--- src/hw/rtl/gbs_pkg.sv ---
// Shared constants, payload types and state encoding for the box suppression block.
package gbs_pkg;

    localparam int MAX_KEPT_DEF   = 64;
    localparam int COORD_BITS_DEF = 16;
    localparam int EDGE_W         = 16;
    localparam int INDEX_W        = 16;
    localparam int THRESH_W       = 16;
    localparam int COORD_MAX_W    = 24;
    localparam int FRAC_SHIFT     = 16;

    localparam logic [THRESH_W-1:0] THRESH_RESET = 16'd32768;

    typedef logic [THRESH_W-1:0] thresh_t;

    typedef struct packed {
        logic [INDEX_W-1:0]       box_index;
        logic signed [EDGE_W-1:0] left_edge;
        logic signed [EDGE_W-1:0] top_edge;
        logic signed [EDGE_W-1:0] right_edge;
        logic signed [EDGE_W-1:0] bottom_edge;
        logic                     last_box;
    } box_req_t;

    typedef struct packed {
        logic [INDEX_W-1:0] result_index;
        logic               kept;
        logic               store_overflow;
        logic               set_done;
    } box_res_t;

    typedef struct packed {
        logic busy;
        logic hit;
    } iou_status_t;

    typedef enum logic [2:0] {
        ST_IDLE,
        ST_PREP,
        ST_SCAN,
        ST_DRAIN,
        ST_FINISH
    } gbs_state_t;

endpackage

--- src/hw/rtl/gbs_iou_pipe.sv ---
// Pipelined overlap test of one stored box against the candidate per cycle.
module gbs_iou_pipe #(
    parameter int COORD_BITS = gbs_pkg::COORD_BITS_DEF,
    localparam int D  = COORD_BITS + 1,
    localparam int AW = 2 * D
) (
    input  logic                          clk,
    input  logic                          rst_n,
    input  logic                          issue,
    input  logic signed [COORD_BITS-1:0]  kx0,
    input  logic signed [COORD_BITS-1:0]  ky0,
    input  logic signed [COORD_BITS-1:0]  kx1,
    input  logic signed [COORD_BITS-1:0]  ky1,
    input  logic signed [COORD_BITS-1:0]  cx0,
    input  logic signed [COORD_BITS-1:0]  cy0,
    input  logic signed [COORD_BITS-1:0]  cx1,
    input  logic signed [COORD_BITS-1:0]  cy1,
    input  logic signed [AW-1:0]          cand_area,
    input  gbs_pkg::thresh_t              threshold,
    output gbs_pkg::iou_status_t          status
);
    localparam int C   = COORD_BITS;
    localparam int IW  = 2 * C;
    localparam int UW  = 2 * C + 3;
    localparam int PW  = UW - 1 + gbs_pkg::THRESH_W;
    localparam int LPAD = PW - IW - gbs_pkg::FRAC_SHIFT;

    // Stage 0: overlap extents and stored box sides
    logic signed [C-1:0] lo_x, hi_x, lo_y, hi_y;
    logic signed [D-1:0] ov_w, ov_h, kdx, kdy;
    logic [C-1:0]        w_next, h_next;

    always_comb
    begin
        lo_x = (kx0 > cx0) ? kx0 : cx0;
        hi_x = (kx1 < cx1) ? kx1 : cx1;
        lo_y = (ky0 > cy0) ? ky0 : cy0;
        hi_y = (ky1 < cy1) ? ky1 : cy1;
        ov_w = $signed({hi_x[C-1], hi_x}) - $signed({lo_x[C-1], lo_x});
        ov_h = $signed({hi_y[C-1], hi_y}) - $signed({lo_y[C-1], lo_y});
        kdx  = $signed({kx1[C-1], kx1}) - $signed({kx0[C-1], kx0});
        kdy  = $signed({ky1[C-1], ky1}) - $signed({ky0[C-1], ky0});
        w_next = ov_w[D-1] ? '0 : ov_w[C-1:0];
        h_next = ov_h[D-1] ? '0 : ov_h[C-1:0];
    end

    logic                v1_reg, v2_reg, v3_reg, v4_reg;
    logic [C-1:0]        w_reg, h_reg;
    logic signed [D-1:0] kdx_reg, kdy_reg;
    logic [IW-1:0]       inter2_reg, inter3_reg, inter4_reg;
    logic signed [AW-1:0] karea_reg;
    logic signed [UW-1:0] uni_reg;
    logic signed [UW-1:0] uni_next;
    logic [PW-1:0]       rhs_reg;
    logic                ok_reg;
    logic                hit;

    always_comb
    begin
        uni_next = $signed({{(UW - AW){karea_reg[AW-1]}}, karea_reg})
                 + $signed({{(UW - AW){cand_area[AW-1]}}, cand_area})
                 - $signed({{(UW - IW){1'b0}}, inter2_reg});
    end

    always_ff @(posedge clk or negedge rst_n)
    begin
        if (!rst_n)
        begin
            v1_reg <= 1'b0;
            v2_reg <= 1'b0;
            v3_reg <= 1'b0;
            v4_reg <= 1'b0;
        end
        else
        begin
            v1_reg <= issue;
            v2_reg <= v1_reg;
            v3_reg <= v2_reg;
            v4_reg <= v3_reg;
        end
    end

    always_ff @(posedge clk)
    begin
        w_reg      <= w_next;
        h_reg      <= h_next;
        kdx_reg    <= kdx;
        kdy_reg    <= kdy;
        inter2_reg <= w_reg * h_reg;
        karea_reg  <= kdx_reg * kdy_reg;
        inter3_reg <= inter2_reg;
        uni_reg    <= uni_next;
        inter4_reg <= inter3_reg;
        ok_reg     <= (inter3_reg != '0) && !uni_reg[UW-1];
        rhs_reg    <= uni_reg[UW-2:0] * threshold;
    end

    assign hit = v4_reg && ok_reg
              && ({{LPAD{1'b0}}, inter4_reg, {gbs_pkg::FRAC_SHIFT{1'b0}}} > rhs_reg);

    assign status.busy = v1_reg | v2_reg | v3_reg | v4_reg;
    assign status.hit  = hit;
endmodule

--- config.mk ---
export PLATFORM = sky130hd
export DESIGN_NAME = gbs_iou_pipe
export DESIGN_NICKNAME = d
export VERILOG_FILES = /design/src/hw/rtl/gbs_pkg.sv /design/src/hw/rtl/gbs_iou_pipe.sv
export SDC_FILE = /design/constraint.sdc
export NUM_CORES = 2
export LEC_CHECK = 0
export BUFFER_PORTS_ARGS = -buffer_cell sky130_fd_sc_hd__buf_4
export CORE_ASPECT_RATIO = 0.8
export CORE_UTILIZATION = 40
export CTS_CLUSTER_SIZE = 10
export DETAILED_ROUTE_END_ITERATION = 12
export GPL_ROUTABILITY_DRIVEN = 1
export MAX_ROUTING_LAYER = met4
export PLACE_DENSITY = 0.61
export SYNTH_ARGS = -nofsm -noshare
export SYNTH_HDL_FRONTEND = slang
export SYNTH_SLANG_ARGS = --single-unit
--- constraint.sdc ---
create_clock -name clk -period 17.2 [get_ports clk]
set_input_delay 1.72 -clock clk [delete_from_list [all_inputs] [get_ports clk]]
set_output_delay 1.72 -clock clk [all_outputs]
set_load 0.01 [all_outputs]
; After elaboration in Yosys (flattened, before gate mapping)
; Index checks and enable logic that the tools add are counted.
[word_totals]
reg_bits = 286
in_bits = 181
out_inout_bits = 2
wordCells = 41
[op_classes]
addsub = 6
mul = 3
n_lt_le_gt_ge = 5
mux = 4
bitwise_logic = 3
n_reduce_logical = 5
[op_table]
columns = operator, count
row1 = $sub A16 B16 Y17, 4
row2 = $mux W16, 4
row3 = $gt A48 B50 Y1, 1
row4 = $mul A34 B16 Y50, 1
row5 = $add A34 B34 Y35, 1
row6 = $sub A35 B33 Y35, 1
row7 = $mul A17 B17 Y34, 1
row8 = $gt A16 B16 Y1, 2
row9 = $lt A16 B16 Y1, 2
row10 = $mul A16 B16 Y32, 1
row11 = $reduce_bool A32 Y1, 1
row12 = $logic_and A1 B1 Y1, 3
row13 = $or A1 B1 Y1, 3
row14 = $logic_not A1 Y1, 1

; Logic depth before layout (Yosys ltp)
[depth]
word_depth = 3
depth_mapped = 25
depth_no_buf = 24

; Least setup slack after synthesis
; OpenSTA, ideal clock, no wires.
[synth_timing]
path_type = input to register
from = input port threshold[7]
to = register rhs_reg[39]
setup_ns = 0.072
arrival_ns = 7.684
required_time_ns = 17.128
slack_ns = 9.444
cell_stages = 25
path_buffers = 3
path_cell_list = clkbuf_1 clkbuf_1 nand2_1 fa_1 inv_1 fa_1 inv_1 fa_1 inv_1 fa_1 fa_1 inv_1 fa_1 inv_1 ha_1 clkbuf_1 a21oi_1 nor2b_1 or3_1 o21ai_1 o21ai_1 o311a_1 or3_1 a21oi_1 xnor2_1
[synth_between]
elab_chain_cells = 1
[synth_rtl]
columns = element, line_no
row1 = from (decl), gbs_iou_pipe.sv:19  ; input gbs_pkg::thresh_t threshold,
row2 = $mul A34 B16 Y50, gbs_iou_pipe.sv:95  ; rhs_reg <= uni_reg[UW-2:0] * threshold;
row3 = to (signal assigned), gbs_iou_pipe.sv:95
row4 = to (decl), gbs_iou_pipe.sv:54  ; logic [PW-1:0] rhs_reg;
; Every way passes these cells.
; A chain may end at the register's enable or synchronous reset.

; Final worst setup path
[layout_timing]
from = input port threshold[7]
to = register rhs_reg[45]
; The elaborated chain is that of the path after synthesis.

==> key figures <==
Status
  – Outcome: completed

Routing
  – DR vias: 38,590
  – ANT nets after route: 0
  – Overall routed net length: between 100,000 and 150,000 µm
  – Wire per inst: ~18 µm
  – Residual DRC: 0
  – DRT iter0 DRCs: around 2,400
  – Routed vias/inst: ~5.0
  – First-pass DRT Iterations: 8

Clocking
  – Post-CTS Hold Buffers: 0
  – CTS-repair resized insts: 0
  – CTS tree: built
  – Clock-pin transition on the worst setup and hold timing paths: around 0.05 ns
  – Skew-Pair Late Insertion Delay: 0.57 ns
  – Clock root buffer: clkbuf_16
  – Clock buffer depth: 3
  – Cts bufs inserted: 38
  – Post-CTS Setup Inserts: 0
  – CTS H-Tree Depth: 2
  – Clock Sinks: ~290

Place
  – Post-DP HPWL: between 100,000 and 150,000 µm
  – Worst slack, placed: roughly 8.9 ns
  – GP Congestion: slightly below 0.9
  – I/O Buffers: around 180

Logic synthesis
  – Most frequent cell after synthesis: inv_1
  – Yosys top cell area share: 0.3741
  – Mean post-synth cell area: slightly below 9 µm²
  – Asr flop ratio synth: 0.01399
  – Leading area contributor after synthesis: fa_1
  – Yosys cell types: between 70 and 80
  – Post-Syn Nets: about 7,500
  – Synthesis-stage register bit count: between 200 and 300
  – Post-synth EDFFs: 0
  – Syn Inst Count: between 5,000 and 6,000
  – Synth Flop Type: dfxtp_1
  – Commonest cells in the netlist: inv_1 (1,337), fa_1 (972), nand2_1 (762)
  – Mapped cell area: roughly 52,000 µm²
  – Top cells by area, synth: fa_1 (37%), ha_1 (12%), dfxtp_1 (11%), inv_1 (9.6%), nand2_1 (5.5%)
  – Register area share after synthesis: 0.1105
  – Synthesis Warnings: 0

Setup path
  – Slowest cell delay on critical path: between 0.6 and 0.7 ns
  – Buf/Inv on CP: 4
  – Critical path's slowest cell: fa_1
  – Startpoint Class: primary input
  – Worst path cell trace: buf_4, nand2_1, fa_1, inv_1, fa_1, fa_1, fa_1, fa_1, inv_1, fa_1, inv_1, ha_1, o2111ai_1, a211o_1, a21oi_1, o21ai_1, o21ai_1, a311oi_1, o21ai_0, a21oi_1, xnor2_1
  – Setup Crit Path Kind: primary input to flop
  – Worst Path Max Fanout: 34
  – Critical path required time: ~18 ns
  – Worst EP arrival: ~8 ns
  – CP top delay family: adder cells
  – Most frequent CP cell: fa_1
  – CP endpoint kind: flop

Timing
  – Final Max Slew Viols: 0
  – Achievable Freq: roughly 0.13 GHz
  – Final period utilization: 0.4518
  – Slew headroom: 0.1888
  – Setup violators final: 0
  – Worst Skew: 0.03350 ns
  – Fin Setup TNS: 0 ns
  – Worst-margin pin slew: approximately 1.2 ns
  – Fin worst setup slack: approximately 9.4 ns
  – Post-layout min period: between 7 and 8 ns
  – RSZ-0062 raised after global routing: no
  – Final Hold Viols: 0

Floorplan
  – Die height: roughly 320 µm
  – Core area: 128,100 µm²
  – Die ar.: 131,500 µm²
  – Boundary pin count: approximately 180
  – Num rows: ~120
  – Initial core utilization: 0.4061
  – Die W: slightly above 400 µm

GRT
  – Grt ovf: 0
  – Initial antenna violation count: 2
  – GRT Util Overall: 0.2187
  – Global-route wire length before repair: about 220,000 µm
  – Number of global-route vias before repair: between 40,000 and 50,000
  – Largest net degree at the start of global routing: just over 80

Layout
  – Register area: about 5700 µm²
  – Multi-input combinational cell area: between 40,000 and 50,000 µm²
  – Filler cell count: ~13,000
  – Max FFs per register: 50
  – Final nets: around 7,600
  – Layout area overhead: 7.656%
  – N_diodes: 0
  – Layout cells sized above 1: 0.04893

Min path
  – Hold Path Class: flop to flop

Flow run
  – Max-cap viol count: 0
-- cells by family (layout without fill, tap and decap cells) --
| logic type | Yosys count | in the layout | share of synthesized area |
|---|---|---|---|
| flip-flops | 286 | 286 | 0.1105 |
| AND/OR/NAND/NOR | 1745 | 1745 | 0.1643 |
| XOR/XNOR | 174 | 174 | 0.02930 |
| multiplexers | 36 | 36 | 0.007793 |
| AO/OA/AOI/OAI | 614 | 614 | 0.08022 |
| buffers and inverters | 1549 | 1594 | 0.1121 |
| adder cells (fa/ha/maj) | 1478 | 1478 | 0.4958 |
-- worst register-to-register path, delay by kind of cell, from the launching register on --
kind	cells	cell delay, ns
adder cells (fa/ha/maj)	7	3.40
AO/OA/AOI/OAI	7	2.32
flip-flops	1	0.84
AND/OR/NAND/NOR	2	0.27
XOR/XNOR	1	0.26
buffers and inverters	3	0.15
-- stage by stage --
stage	instances	area (µm²)	hold slack, ns	utilization
3_5_place_dp	7593	54870	0.3391	0.4284
3_3_place_gp	7593	54870	0.3371	0.4284
6_report	7652	56000	0.3506	0.4372
2_1_floorplan	5882	52020	0.3311	-
4_1_cts	7652	56000	0.3465	0.4372
5_1_grt	7652	56000	0.3531	0.4372
-- layer usage --
layer	track usage	vias to the layer above	part of all wire
met2	0.3458	1115	0.46
li1	-	18140	-
met4	0.03738	0	0.016
met3	0.02609	133	0.061
met1	0.3042	19200	0.46
met5	-	-	0
-- placed cells by master (no fill, tap or decap), types with 51 or more instances in the layout --
master	synthesis	layout
nand3_1	78	78
xnor2_1	126	126
nor3_1	71	71
inv_1	1337	1337
o21ai_0	100	100
and2_1	424	424
nand4_1	51	51
a21oi_1	148	148
dfxtp_1	282	282
nor2_1	159	159
buf_4	1	196
a21o_1	97	97
ha_1	506	505
nand2_1	762	762
fa_1	972	972
-- path summary, 6_finish.rpt --
kind	startpoint	end	slack [ns]	cells after the start
hold reg to reg	inter3_reg[9]	inter4_reg[9]	0.35	0
hold / removal	inter3_reg[9]	inter4_reg[9]	0.35	0
setup / recovery	threshold[7]	rhs_reg[45]	9.43	21
min in group asynchronous	rst_n	v1_reg	0.93	1
max in group asynchronous	rst_n	v3_reg	16.17	1
setup reg to reg	kdy_reg[2]	karea_reg[32]	9.82	20
-- area by class of cell --
type	instances	area share
Multi-Input combinational cell	4047	0.7227
Sequential cell	286	0.1026
Inverter	1339	0.08975
Tap cell	1725	0.03854
Timing Repair Buffer	196	0.02628
Clock buffer	45	0.01763
Clock inverter	14	0.002525
Power is left out: the tool's default activity adds up to more than one toggle a clock period on the data nets, which glitch-free logic cannot reach.
